==> config.mk <==
export PLATFORM = sky130hd
export DESIGN_NAME = difference_alpha_extract
export DESIGN_NICKNAME = d
export VERILOG_FILES = /design/src/hdl/dae_pkg.sv /design/src/hdl/difference_alpha_extract.sv /design/src/hdl/dae_front.sv /design/src/hdl/dae_queue.sv /design/src/hdl/dae_back.sv
export VERILOG_INCLUDE_DIRS = /design/src /design/src/hdl
export SDC_FILE = /design/constraint.sdc
export NUM_CORES = 2
export LEC_CHECK = 0
export ABC_AREA = 1
export BUFFER_PORTS_ARGS = -buffer_cell sky130_fd_sc_hd__buf_2
export CORE_ASPECT_RATIO = 0.5
export CORE_MARGIN = 1
export CORE_UTILIZATION = 50
export DETAILED_ROUTE_END_ITERATION = 10
export PLACE_DENSITY_LB_ADDON = 0.15
export SLEW_MARGIN = 20
export SYNTH_ARGS = -nofsm -noshare
export SYNTH_HDL_FRONTEND = slang
export SYNTH_SLANG_ARGS = --single-unit
==> constraint.sdc <==
create_clock -name i_clk -period 19.75 [get_ports i_clk]
set_clock_uncertainty 0.1 [all_clocks]
set_input_delay 1.975 -clock i_clk [delete_from_list [all_inputs] [get_ports i_clk]]
set_output_delay 1.975 -clock i_clk [all_outputs]
set_load 0.02 [all_outputs]
==> src/hdl/difference_alpha_extract_assert.svh <==
// Assertion macros used by the difference alpha extract back end
`ifndef DIFFERENCE_ALPHA_EXTRACT_ASSERT_SVH
`define DIFFERENCE_ALPHA_EXTRACT_ASSERT_SVH

// same-cycle implication
`define DAE_ASSERT_NOW(lbl, ante, cons, msg) \
    lbl: assert property (@(posedge i_clk) disable iff (!i_rst_n) (ante) |-> (cons)) \
        else $error(msg);

// next-cycle implication
`define DAE_ASSERT_NEXT(lbl, ante, cons, msg) \
    lbl: assert property (@(posedge i_clk) disable iff (!i_rst_n) (ante) |=> (cons)) \
        else $error(msg);

`endif

==> src/hdl/dae_pkg.sv <==
// Package: shared types and constants of the difference alpha extract block
package dae_pkg;
    localparam int MAX_DIM = 4096;
    localparam int CW      = 12;
    localparam int IN_W    = 72;
    localparam int OUT_W   = 88;

    typedef struct packed {
        logic            box;
        logic            chg;
        logic [2:0][7:0] o;
        logic [2:0][7:0] n;
        logic [7:0]      bp;
        logic [8:0]      bq;
        logic            found;
        logic [CW-1:0]   left;
        logic [CW-1:0]   right;
        logic [CW-1:0]   top;
        logic [CW-1:0]   bottom;
    } t_job;

    typedef struct packed {
        logic full;
        logic empty;
    } t_q_stat;
endpackage

==> src/hdl/difference_alpha_extract.sv <==
// Top level: difference alpha extract, front end, job queue and back end
// Each accepted pixel is classified combinationally; box-mode pixels that are not last
// produce no result and are taken one per cycle while the two-entry job queue has room.
// Unchanged overlay pixels and box results skip the divider and go straight to output.
// A changed overlay pixel runs four divisions (alpha and three channels) one after
// the other on a single restoring divider that, after a saturation check, resolves
// one quotient bit per cycle; alpha first passes a load state, each channel a multiply
// and a load state; a division that saturates or a channel that comes out zero ends early.
module difference_alpha_extract import dae_pkg::*; (
    input  logic             i_clk,
    input  logic             i_rst_n,
    input  logic             i_cfg_valid,
    output logic             o_cfg_ready,
    input  logic             i_cfg_data,
    input  logic             i_s_tvalid,
    output logic             o_s_tready,
    // old_red, old_green, old_blue, new_red, new_green, new_blue, row, column
    input  logic [IN_W-1:0]  i_s_tdata,
    input  logic             i_s_tlast,
    output logic             o_m_tvalid,
    input  logic             i_m_tready,
    // alpha, out_red, out_green, out_blue, changed, box_found,
    // box_left, box_right, box_top, box_bottom, zero pad
    output logic [OUT_W-1:0] o_m_tdata
);
    t_q_stat q_stat;
    t_job    push_job, pop_job;
    logic    push, pop;

    assign o_cfg_ready = 1'b1;

    dae_front u_front (
        .i_clk       (i_clk),
        .i_rst_n     (i_rst_n),
        .i_cfg_valid (i_cfg_valid),
        .i_cfg_data  (i_cfg_data),
        .i_s_tvalid  (i_s_tvalid),
        .i_s_tdata   (i_s_tdata),
        .i_s_tlast   (i_s_tlast),
        .i_q_stat    (q_stat),
        .o_s_tready  (o_s_tready),
        .o_push      (push),
        .o_job       (push_job)
    );

    dae_queue u_queue (
        .i_clk   (i_clk),
        .i_rst_n (i_rst_n),
        .i_push  (push),
        .i_job   (push_job),
        .i_pop   (pop),
        .o_job   (pop_job),
        .o_stat  (q_stat)
    );

    dae_back u_back (
        .i_clk      (i_clk),
        .i_rst_n    (i_rst_n),
        .i_q_stat   (q_stat),
        .i_job      (pop_job),
        .o_pop      (pop),
        .o_m_tvalid (o_m_tvalid),
        .i_m_tready (i_m_tready),
        .o_m_tdata  (o_m_tdata)
    );
endmodule

==> src/hdl/dae_front.sv <==
// Front end: config register, change classification, best ratio, box tracking
module dae_front import dae_pkg::*; (
    input  logic            i_clk,
    input  logic            i_rst_n,
    input  logic            i_cfg_valid,
    input  logic            i_cfg_data,
    input  logic            i_s_tvalid,
    input  logic [IN_W-1:0] i_s_tdata,
    input  logic            i_s_tlast,
    input  t_q_stat         i_q_stat,
    output logic            o_s_tready,
    output logic            o_push,
    output t_job            o_job
);
    logic            r_mode;
    logic            r_any;
    logic [CW-1:0]   r_minc, r_maxc, r_minr, r_maxr;
    logic [2:0][7:0] o, n, p;
    logic [2:0][8:0] q;
    logic [CW-1:0]   row, col;
    logic            chg, in_box, accept, n_any;
    logic [CW-1:0]   n_minc, n_maxc, n_minr, n_maxr;
    logic [7:0]      bp;
    logic [8:0]      bq;

    assign o[0] = i_s_tdata[7:0];
    assign o[1] = i_s_tdata[15:8];
    assign o[2] = i_s_tdata[23:16];
    assign n[0] = i_s_tdata[31:24];
    assign n[1] = i_s_tdata[39:32];
    assign n[2] = i_s_tdata[47:40];
    assign row  = i_s_tdata[59:48];
    assign col  = i_s_tdata[71:60];

    always_comb begin
        chg = 1'b0;
        bp  = 8'd0;
        bq  = 9'd1;
        for (int i = 0; i < 3; i++) begin
            if (o[i] > n[i]) begin
                p[i] = o[i] - n[i];
                q[i] = {1'b0, o[i]};
            end else begin
                p[i] = n[i] - o[i];
                q[i] = 9'd256 - {1'b0, o[i]};
            end
            if (o[i] != n[i]) chg = 1'b1;
            if (17'(p[i]) * 17'(bq) > 17'(bp) * 17'(q[i])) begin
                bp = p[i];
                bq = q[i];
            end
        end
    end

    assign in_box = chg && (32'(row) < MAX_DIM) && (32'(col) < MAX_DIM);

    always_comb begin
        n_any  = r_any;
        n_minc = r_minc;
        n_maxc = r_maxc;
        n_minr = r_minr;
        n_maxr = r_maxr;
        if (in_box) begin
            n_any = 1'b1;
            if (col < r_minc) n_minc = col;
            if (col > r_maxc) n_maxc = col;
            if (row < r_minr) n_minr = row;
            if (row > r_maxr) n_maxr = row;
        end
    end

    assign o_s_tready = !i_q_stat.full;
    assign accept     = i_s_tvalid && o_s_tready;
    assign o_push     = accept && (!r_mode || i_s_tlast);

    always_comb begin
        o_job        = '0;
        o_job.box    = r_mode;
        o_job.chg    = chg;
        o_job.o      = o;
        o_job.n      = n;
        o_job.bp     = bp;
        o_job.bq     = bq;
        o_job.found  = n_any;
        if (n_any) begin
            o_job.left   = n_minc;
            o_job.right  = n_maxc;
            o_job.top    = n_minr;
            o_job.bottom = n_maxr;
        end
    end

    always_ff @(posedge i_clk) begin
        if (!i_rst_n) begin
            r_mode <= 1'b0;
            r_any  <= 1'b0;
            r_minc <= '1;
            r_maxc <= '0;
            r_minr <= '1;
            r_maxr <= '0;
        end else begin
            if (i_cfg_valid) r_mode <= i_cfg_data;
            if (accept && r_mode) begin
                if (i_s_tlast) begin
                    r_any  <= 1'b0;
                    r_minc <= '1;
                    r_maxc <= '0;
                    r_minr <= '1;
                    r_maxr <= '0;
                end else begin
                    r_any  <= n_any;
                    r_minc <= n_minc;
                    r_maxc <= n_maxc;
                    r_minr <= n_minr;
                    r_maxr <= n_maxr;
                end
            end
        end
    end
endmodule

==> src/hdl/dae_queue.sv <==
// Two-entry job queue between front end and back end
module dae_queue import dae_pkg::*; (
    input  logic    i_clk,
    input  logic    i_rst_n,
    input  logic    i_push,
    input  t_job    i_job,
    input  logic    i_pop,
    output t_job    o_job,
    output t_q_stat o_stat
);
    t_job       r_mem [2];
    logic       r_wp, r_rp;
    logic [1:0] r_cnt;

    assign o_job        = r_mem[r_rp];
    assign o_stat.full  = (r_cnt == 2'd2);
    assign o_stat.empty = (r_cnt == 2'd0);

    always_ff @(posedge i_clk) begin
        if (i_push) r_mem[r_wp] <= i_job;
    end

    always_ff @(posedge i_clk) begin
        if (!i_rst_n) begin
            r_wp  <= 1'b0;
            r_rp  <= 1'b0;
            r_cnt <= 2'd0;
        end else begin
            if (i_push) r_wp <= !r_wp;
            if (i_pop)  r_rp <= !r_rp;
            case ({i_push, i_pop})
                2'b10:   r_cnt <= r_cnt + 2'd1;
                2'b01:   r_cnt <= r_cnt - 2'd1;
                default: r_cnt <= r_cnt;
            endcase
        end
    end
endmodule

==> src/hdl/dae_back.sv <==
// Back end: sequenced alpha/channel divisions and the output register
`include "difference_alpha_extract_assert.svh"
module dae_back import dae_pkg::*; (
    input  logic             i_clk,
    input  logic             i_rst_n,
    input  t_q_stat          i_q_stat,
    input  t_job             i_job,
    output logic             o_pop,
    output logic             o_m_tvalid,
    input  logic             i_m_tready,
    output logic [OUT_W-1:0] o_m_tdata
);
    typedef enum logic [4:0] {
        S_IDLE = 5'b00001,
        S_PREP = 5'b00010,
        S_LOAD = 5'b00100,
        S_DIV  = 5'b01000,
        S_DONE = 5'b10000
    } t_state;

    t_state             r_state;
    t_job               r_job;
    logic [1:0]         r_idx;
    logic signed [19:0] r_x;
    logic [30:0]        r_rem;
    logic [29:0]        r_dsh;
    logic [7:0]         r_quo;
    logic [3:0]         r_cnt;
    logic [3:0][7:0]    r_res;
    logic               r_out_valid;
    logic [OUT_W-1:0]   r_out;

    logic [1:0]         ch;
    logic [7:0]         co, cn;
    logic signed [9:0]  d;
    logic signed [19:0] x;
    logic [30:0]        num;
    logic [21:0]        den;
    logic               ge;
    logic [7:0]         n_quo;
    logic [OUT_W-1:0]   res_word;

    assign ch = r_idx - 2'd1;
    assign co = r_job.o[ch];
    assign cn = r_job.n[ch];
    assign d  = signed'({2'b0, cn}) - signed'({2'b0, co});
    assign x  = 20'(d * signed'({1'b0, r_job.bq})) + signed'(20'(16'(co) * 16'(r_job.bp)));

    always_comb begin
        if (r_idx == 2'd0) begin
            num = 31'(r_job.bp) * 31'(8'd255);
            den = 22'(r_job.bq);
        end else begin
            num = 31'(r_x[16:0]) * 31'(14'd9999);
            den = 22'(r_job.bp) * 22'(14'd10000);
        end
    end

    assign ge    = r_rem >= {1'b0, r_dsh};
    assign n_quo = {r_quo[6:0], ge};

    always_comb begin
        res_word = '0;
        if (r_job.box) begin
            res_word[33]    = r_job.found;
            res_word[45:34] = r_job.left;
            res_word[57:46] = r_job.right;
            res_word[69:58] = r_job.top;
            res_word[81:70] = r_job.bottom;
        end else if (!r_job.chg) begin
            res_word[15:8]  = r_job.n[0];
            res_word[23:16] = r_job.n[1];
            res_word[31:24] = r_job.n[2];
        end else begin
            res_word[31:0]  = r_res;
            res_word[32]    = 1'b1;
        end
    end

    assign o_pop      = (r_state == S_IDLE) && !i_q_stat.empty;
    assign o_m_tvalid = r_out_valid;
    assign o_m_tdata  = r_out;

    always_ff @(posedge i_clk) begin
        case (r_state)
            S_IDLE: if (o_pop) begin
                r_job <= i_job;
                r_idx <= 2'd0;
            end
            S_PREP: r_x <= x;
            S_LOAD: begin
                r_rem <= num;
                r_dsh <= {den, 8'd0};
                r_quo <= 8'd0;
                r_cnt <= 4'd0;
                if (r_idx != 2'd0 && r_x <= 0) begin
                    r_res[r_idx] <= 8'd0;
                    r_idx        <= r_idx + 2'd1;
                end
            end
            S_DIV: begin
                r_dsh <= r_dsh >> 1;
                r_cnt <= r_cnt + 4'd1;
                if (r_cnt == 4'd0) begin
                    if (ge) begin
                        r_res[r_idx] <= 8'd255;
                        r_idx        <= r_idx + 2'd1;
                    end
                end else begin
                    if (ge) r_rem <= r_rem - {1'b0, r_dsh};
                    r_quo <= n_quo;
                    if (r_cnt == 4'd8) begin
                        r_res[r_idx] <= n_quo;
                        r_idx        <= r_idx + 2'd1;
                    end
                end
            end
            default: ;
        endcase
        if (r_state == S_DONE && (!r_out_valid || i_m_tready)) r_out <= res_word;
    end

    always_ff @(posedge i_clk) begin
        if (!i_rst_n) begin
            r_state     <= S_IDLE;
            r_out_valid <= 1'b0;
        end else begin
            if (r_state == S_DONE && (!r_out_valid || i_m_tready)) begin
                r_out_valid <= 1'b1;
            end else if (r_out_valid && i_m_tready) begin
                r_out_valid <= 1'b0;
            end
            case (r_state)
                S_IDLE: if (o_pop) begin
                    r_state <= (i_job.box || !i_job.chg) ? S_DONE : S_LOAD;
                end
                S_PREP: r_state <= S_LOAD;
                S_LOAD: begin
                    if (r_idx != 2'd0 && r_x <= 0) begin
                        r_state <= (r_idx == 2'd3) ? S_DONE : S_PREP;
                    end else begin
                        r_state <= S_DIV;
                    end
                end
                S_DIV: begin
                    if ((r_cnt == 4'd0 && ge) || r_cnt == 4'd8) begin
                        r_state <= (r_idx == 2'd3) ? S_DONE : S_PREP;
                    end
                end
                S_DONE: if (!r_out_valid || i_m_tready) begin
                    r_state <= S_IDLE;
                end
                default: r_state <= S_IDLE;
            endcase
        end
    end

    `DAE_ASSERT_NOW(a_div_count, r_state == S_DIV, r_cnt <= 4'd8, "divider ran past 8 steps")
    `DAE_ASSERT_NOW(a_unchanged_alpha, o_m_tvalid && !o_m_tdata[32], o_m_tdata[7:0] == 8'd0, "alpha set on unchanged result")
    `DAE_ASSERT_NEXT(a_out_drain, o_m_tvalid && i_m_tready && r_state != S_DONE, !o_m_tvalid, "result repeated")
    `DAE_ASSERT_NOW(a_pop_idle, o_pop, r_state == S_IDLE && !i_q_stat.empty, "pop outside idle")
endmodule
=== Yosys cells after proc, flatten, opt, wreduce, memory -nomap -nowiden ===
Memory sizes are Yosys's and may differ from the RTL's. A register that Yosys moved wholly into a read port is not among the register bits.
Index checks and enable logic that the tools add are counted.

* Latch bits: 0
* Output and inout port bits: 91
* Bits in writable memories: 232
* Register bits: 384
* ROM bits: 0
* Input bits: 79
* Memories kept: 1

{| class="wikitable"
|+ Memories
! memory !! depth !! width !! read ports !! clocked after Yosys merged registers in !! wr ports !! line !! text
|-
| u_queue.r_mem || 2 || 116 || 1 || 1 || 1 || dae_queue.sv:11 || <nowiki>t_job r_mem [2];</nowiki>
|}

* Reductions and logical operators: 35
* Mux-type cells: 73
* Bitwise gates (word level): 4
* $mul: 9
* Equal/unequal tests: 21
* Div/mod/pow operators: 0
* Shifts and indexed selects: 0
* Add/sub/neg operators: 17
* $lt $le $gt $ge: 15

{| class="wikitable"
|+ Operators by type and width
! cell !! count
|-
| 12-bit 2-to-1 mux || 12
|-
| 32-bit 2-to-1 mux || 4
|-
| 31-bit 2-to-1 mux || 3
|-
| 8-bit 2-to-1 mux || 9
|-
| 8-bit by 9-bit multiplier with 17-bit output || 4
|-
| 32-bit one-hot mux with 2 select lines || 1
|-
| 31-bit one-hot mux with 2 select lines || 1
|-
| 30-bit one-hot mux with 2 select lines || 1
|-
| 9-bit 2-to-1 mux || 6
|-
| 48-bit 2-to-1 mux || 1
|-
| 8-bit subtractor || 6
|-
| 17-bit > comparator || 2
|-
| 32-bit AND || 1
|-
| 8-bit binary-select mux with 2-bit select || 2
|-
| 32-bit bitwise mux || 1
|-
| 32-bit NOT || 1
|-
| 32-bit bitwise OR || 1
|-
| 31-bit by 30-bit greater-or-equal comparator with 1-bit output || 1
|-
| 17-bit by 14-bit multiplier with 31-bit output (second input constant) || 1
|-
| 31-bit by 30-bit subtractor with 31-bit output || 1
|-
| 5-bit 2-to-1 mux || 6
|-
| 9-bit by 8-bit subtractor with 9-bit output (first input constant) || 3
|-
| 5-bit one-hot mux with 5 select lines || 1
|-
| 12-bit > comparator || 2
|-
| other kinds (51) || 103
|}

=== Depth between registers and ports, before layout ===
* Depth after elaboration: 10
* Depth in mapped cells: 77
* Gate-level depth less buffers: 74

=== By module ===
A second synthesis with hierarchy kept.

* Cell total of the unflattened synthesis: 6141
* Area total of the unflattened synthesis: 55117.9 µm²

{| class="wikitable"
|+ Modules (own cells, without submodules)
! module !! times used !! cells each !! area each (µm²)
|-
| dae_back || 1 || 3178 || 28786.4
|-
| dae_front || 1 || 2565 || 17568.1
|-
| dae_queue || 1 || 396 || 8752.1
|-
| difference_alpha_extract || 1 || 2 || 11.3
|}

=== Worst setup path before layout ===
Ideal clock, no wire load.

* Path type: input to register
* From: input i_s_tdata[0]
* To: memory u_queue.r_mem[0][61] (netlist name), data pin
* Stages: 66
* Required time: 19.374 ns
* Buffers on the path: 4
* Setup slack: 5.211 ns
* Library setup time: 0.276 ns
* Data arrival time: 14.163 ns
* Cell sequence: clkinv_1 -> ha_1 -> inv_1 -> fa_1 -> nand3_1 -> nand3_1 -> nand2_2 -> nand2_4 -> nand2_4 -> buf_6 -> nand2_1 -> nand2_2 -> nor2_1 -> nand3_2 -> buf_6 -> nand2_1 -> nor2_1 -> fa_1 -> [... 30 more ...] -> fa_1 -> inv_1 -> ha_1 -> a21oi_1 -> a21boi_0 -> o21ai_0 -> a31oi_1 -> o21ai_0 -> xor2_1 -> ha_1 -> nand3_1 -> nor2_1 -> inv_1 -> o21ai_0 -> nand2_1 -> inv_1 -> clkbuf_1 -> o21ai_0

{| class="wikitable"
|+ RTL lines
! element !! line !! text
|-
| start, declared || difference_alpha_extract.sv:18 || <nowiki>input logic [IN_W-1:0] i_s_tdata,</nowiki>
|-
| end, declared || dae_queue.sv:11 ||
|}

==> metrics <==
outcome completed; Final setup violation count 0; worst slew pin tran around 1.1 ns; fin nets between 7k and 8k; Die W roughly 470 um; CTS tree yes; die area between 0.1 and 0.15 mm^2; Layout area overhead 7.954%; critical path class input pin to flip-flop; critical path's top delay family adder cells; Clock Tree Buf Depth 3; initial core utilization between 50% and 60%; cts hold-fix bufs 0; overall routed net length about 140000 um; GPL Wtd Cong ~0.94; Worst Path Buf+Inv 15; Root Buffer clkbuf_16; antenna-violating nets left 0; CP required 20.03 ns; register bit total from synthesis roughly 620; Row Count 84; met2 Use GR roughly two fifths; DP HPWL 110900 um; most common cell after layout, fill and taps aside nand2_1; Clock transition at path regs ~0.060 ns; vias in the first global route slightly above 40k; commonest cells after routing, fill and taps aside 1367 x nand2_1, 1163 x inv_1, 626 x ha_1; Layout fillers 9813; most used flip-flop cell after synthesis edfxtp_1; largest net degree at the start of global routing 86; f_max 0.05953 GHz; fin crit period ~17 ns; Mean Syn Cell Area roughly 8.7 um^2; Mapped Area about 0.054 mm^2; yosys warns 0; CP max stage cell ha_1; # clock sinks about 600; share of layout cells above drive strength 1 under 10%; Post-synth EDFFs around 560; # DRC 0; Core Box Area about 0.11 mm^2; first-pass GRT wire length 223400 um; asr flop ratio synth 0%; final worst path period share between 80 and 90%; Num CTS Buffers 60; initial antenna violation count 8; WL per Instance 18.04 um; Top cell by count, worst path inv_1; First DRT Iteration DRCs about 3.2k; CP arrival roughly 17 ns; Rel. slew slack roughly a quarter; # IOs 170; Post-Synthesis Cells 6169; Seq/Total Area, Yosys around a third; endpoints failing hold 0; Clock Latency Late Sink roughly 0.67 ns; Hold WC Path Type flip-flop to flip-flop; CTS H-tree lvls 2; Max FO, Critical Path 38; WHS between 0.3 and 0.4 ns; vias per cell 5.329; GR Util All Layers 25.93%; die height 233.6 um; largest stage delay on the critical path 0.79 ns; met1 usage a little under two fifths; Setup crit end kind flip-flop; gr busiest metal met2; grt ovf 0; Post-CTS Setup Bufs 0; Via Count 41.36k; Pins Over Slew Limit 0; Setup TNS 0 ns; Distinct cells, synth slightly below 60; IO buf count 162; CP startpoint kind input pin; post-CTS sizing 0; M3 GR Usage approximately 3.2%; Max Cap Viol 0; Pre-antenna DRT Iters 6; RSZ-0062 raised after global routing false
## path summary, 6_finish.rpt
kind	to	slack [ns]	cells after the start	from
hold / removal	flip-flop	0.36	1	u_queue.r_rp
setup reg to reg	u_back.r_x[18]	8.63	40	u_back.r_idx[0]
setup / recovery	u_queue.r_mem[1][64]	2.95	64	i_s_tdata[0]
hold reg to reg	flip-flop	0.36	1	u_queue.r_rp
## metrics by stage
step | cell area (um^2) | std cells | worst slack (ns) | utilization (%)
6_report | 57910 | 7762 | 2.953 | 54.77
5_1_grt | 57910 | 7762 | 1.679 | 54.77
4_1_cts | 57880 | 7759 | 3.021 | 54.74
3_5_place_dp | 55880 | 7646 | 2.331 | 52.85
3_3_place_gp | 55880 | 7646 | 2.662 | 52.85
2_1_floorplan | 53660 | 6174 | 5.211 | -
## kinds of logic (layout without fill, tap and decap cells)
group                      Yosys count  in the layout  synth area share (%)
other                                2              9               0.01400
buffers and inverters             1314           1481                 9.440
AOI/OAI and AO/OA                  855            855                 8.660
DFF                                617            617                 33.40
xor gates and xnor gates           155            155                 2.559
adders and majority gates         1007           1007                 28.82
and+or+nand+nor                   2219           2219                 17.11
## Yosys cell counts (all sizes together) (2+ instances only)
cell,n,share of area [%]
a211oi,4,0.056
a21boi,9,0.13
a21o,21,0.29
a21oi,441,4.2
a22oi,9,0.13
a31oi,18,0.21
a32oi,2,0.033
and2,2,0.023
buf,50,0.59
clkbuf,86,0.60
clkinv,3,0.021
conb,2,0.014
dfxtp,61,2.3
edfxtp,556,31
fa,381,14
ha,626,15
inv,1175,8.2
nand2,1399,10
nand3,182,1.9
nand3b,27,0.38
nand4,36,0.45
nor2,497,3.5
nor3,37,0.36
nor3b,2,0.028
nor4,9,0.12
o2111ai,5,0.082
o211ai,23,0.32
o21a,4,0.056
o21ai,280,2.7
o21bai,9,0.13
o221ai,6,0.098
o22ai,14,0.16
o31ai,8,0.11
or2,27,0.31
xnor2,51,0.83
xor2,104,1.7
## registers in the layout, summed over array words and instances (netlist names), named ones only
name and flops:
u_front.r_minr 12, u_back.r_job 116, u_front.r_minc 12, u_queue.r_cnt 2
u_front.r_mode 1, u_back.o_m_tvalid 1, u_front.r_any 1, u_back.r_res 32
u_back.r_idx 2, u_back.r_quo 7, u_back.r_rem 31, u_back.r_state 5
u_back.r_cnt 4, u_queue.r_mem 232, u_queue.r_wp 1, u_front.r_maxc 12
u_back.r_x 20, u_queue.r_rp 1, u_back.r_dsh 30, u_back.o_m_tdata 82
u_front.r_maxr 12
## layer usage
metal  part of all wire [%]  wire length (um)  up-vias
li1                       -                 -    20070
met1                     47             66030    20040
met2                     45             63420     1070
met3                    5.5              7678      168
met4                    2.0              2867       10
met5                  0.044                62        -
## area by class of cell
type	instances	area (um^2)	area share, %
Tap cell	1419	1775	3.066
Timing Repair Buffer	190	1041	1.798
Multi-Input combinational cell	4243	30740	53.09
Antenna cell	2	5.005	0.008642
Inverter	1178	4427	7.644
Sequential cell	617	17920	30.95
Clock inverter	43	416.7	0.7195
Clock buffer	70	1579	2.727
Power is not shown: default switching activity piles up to over one toggle a cycle in this logic, so the estimate is an artifact.
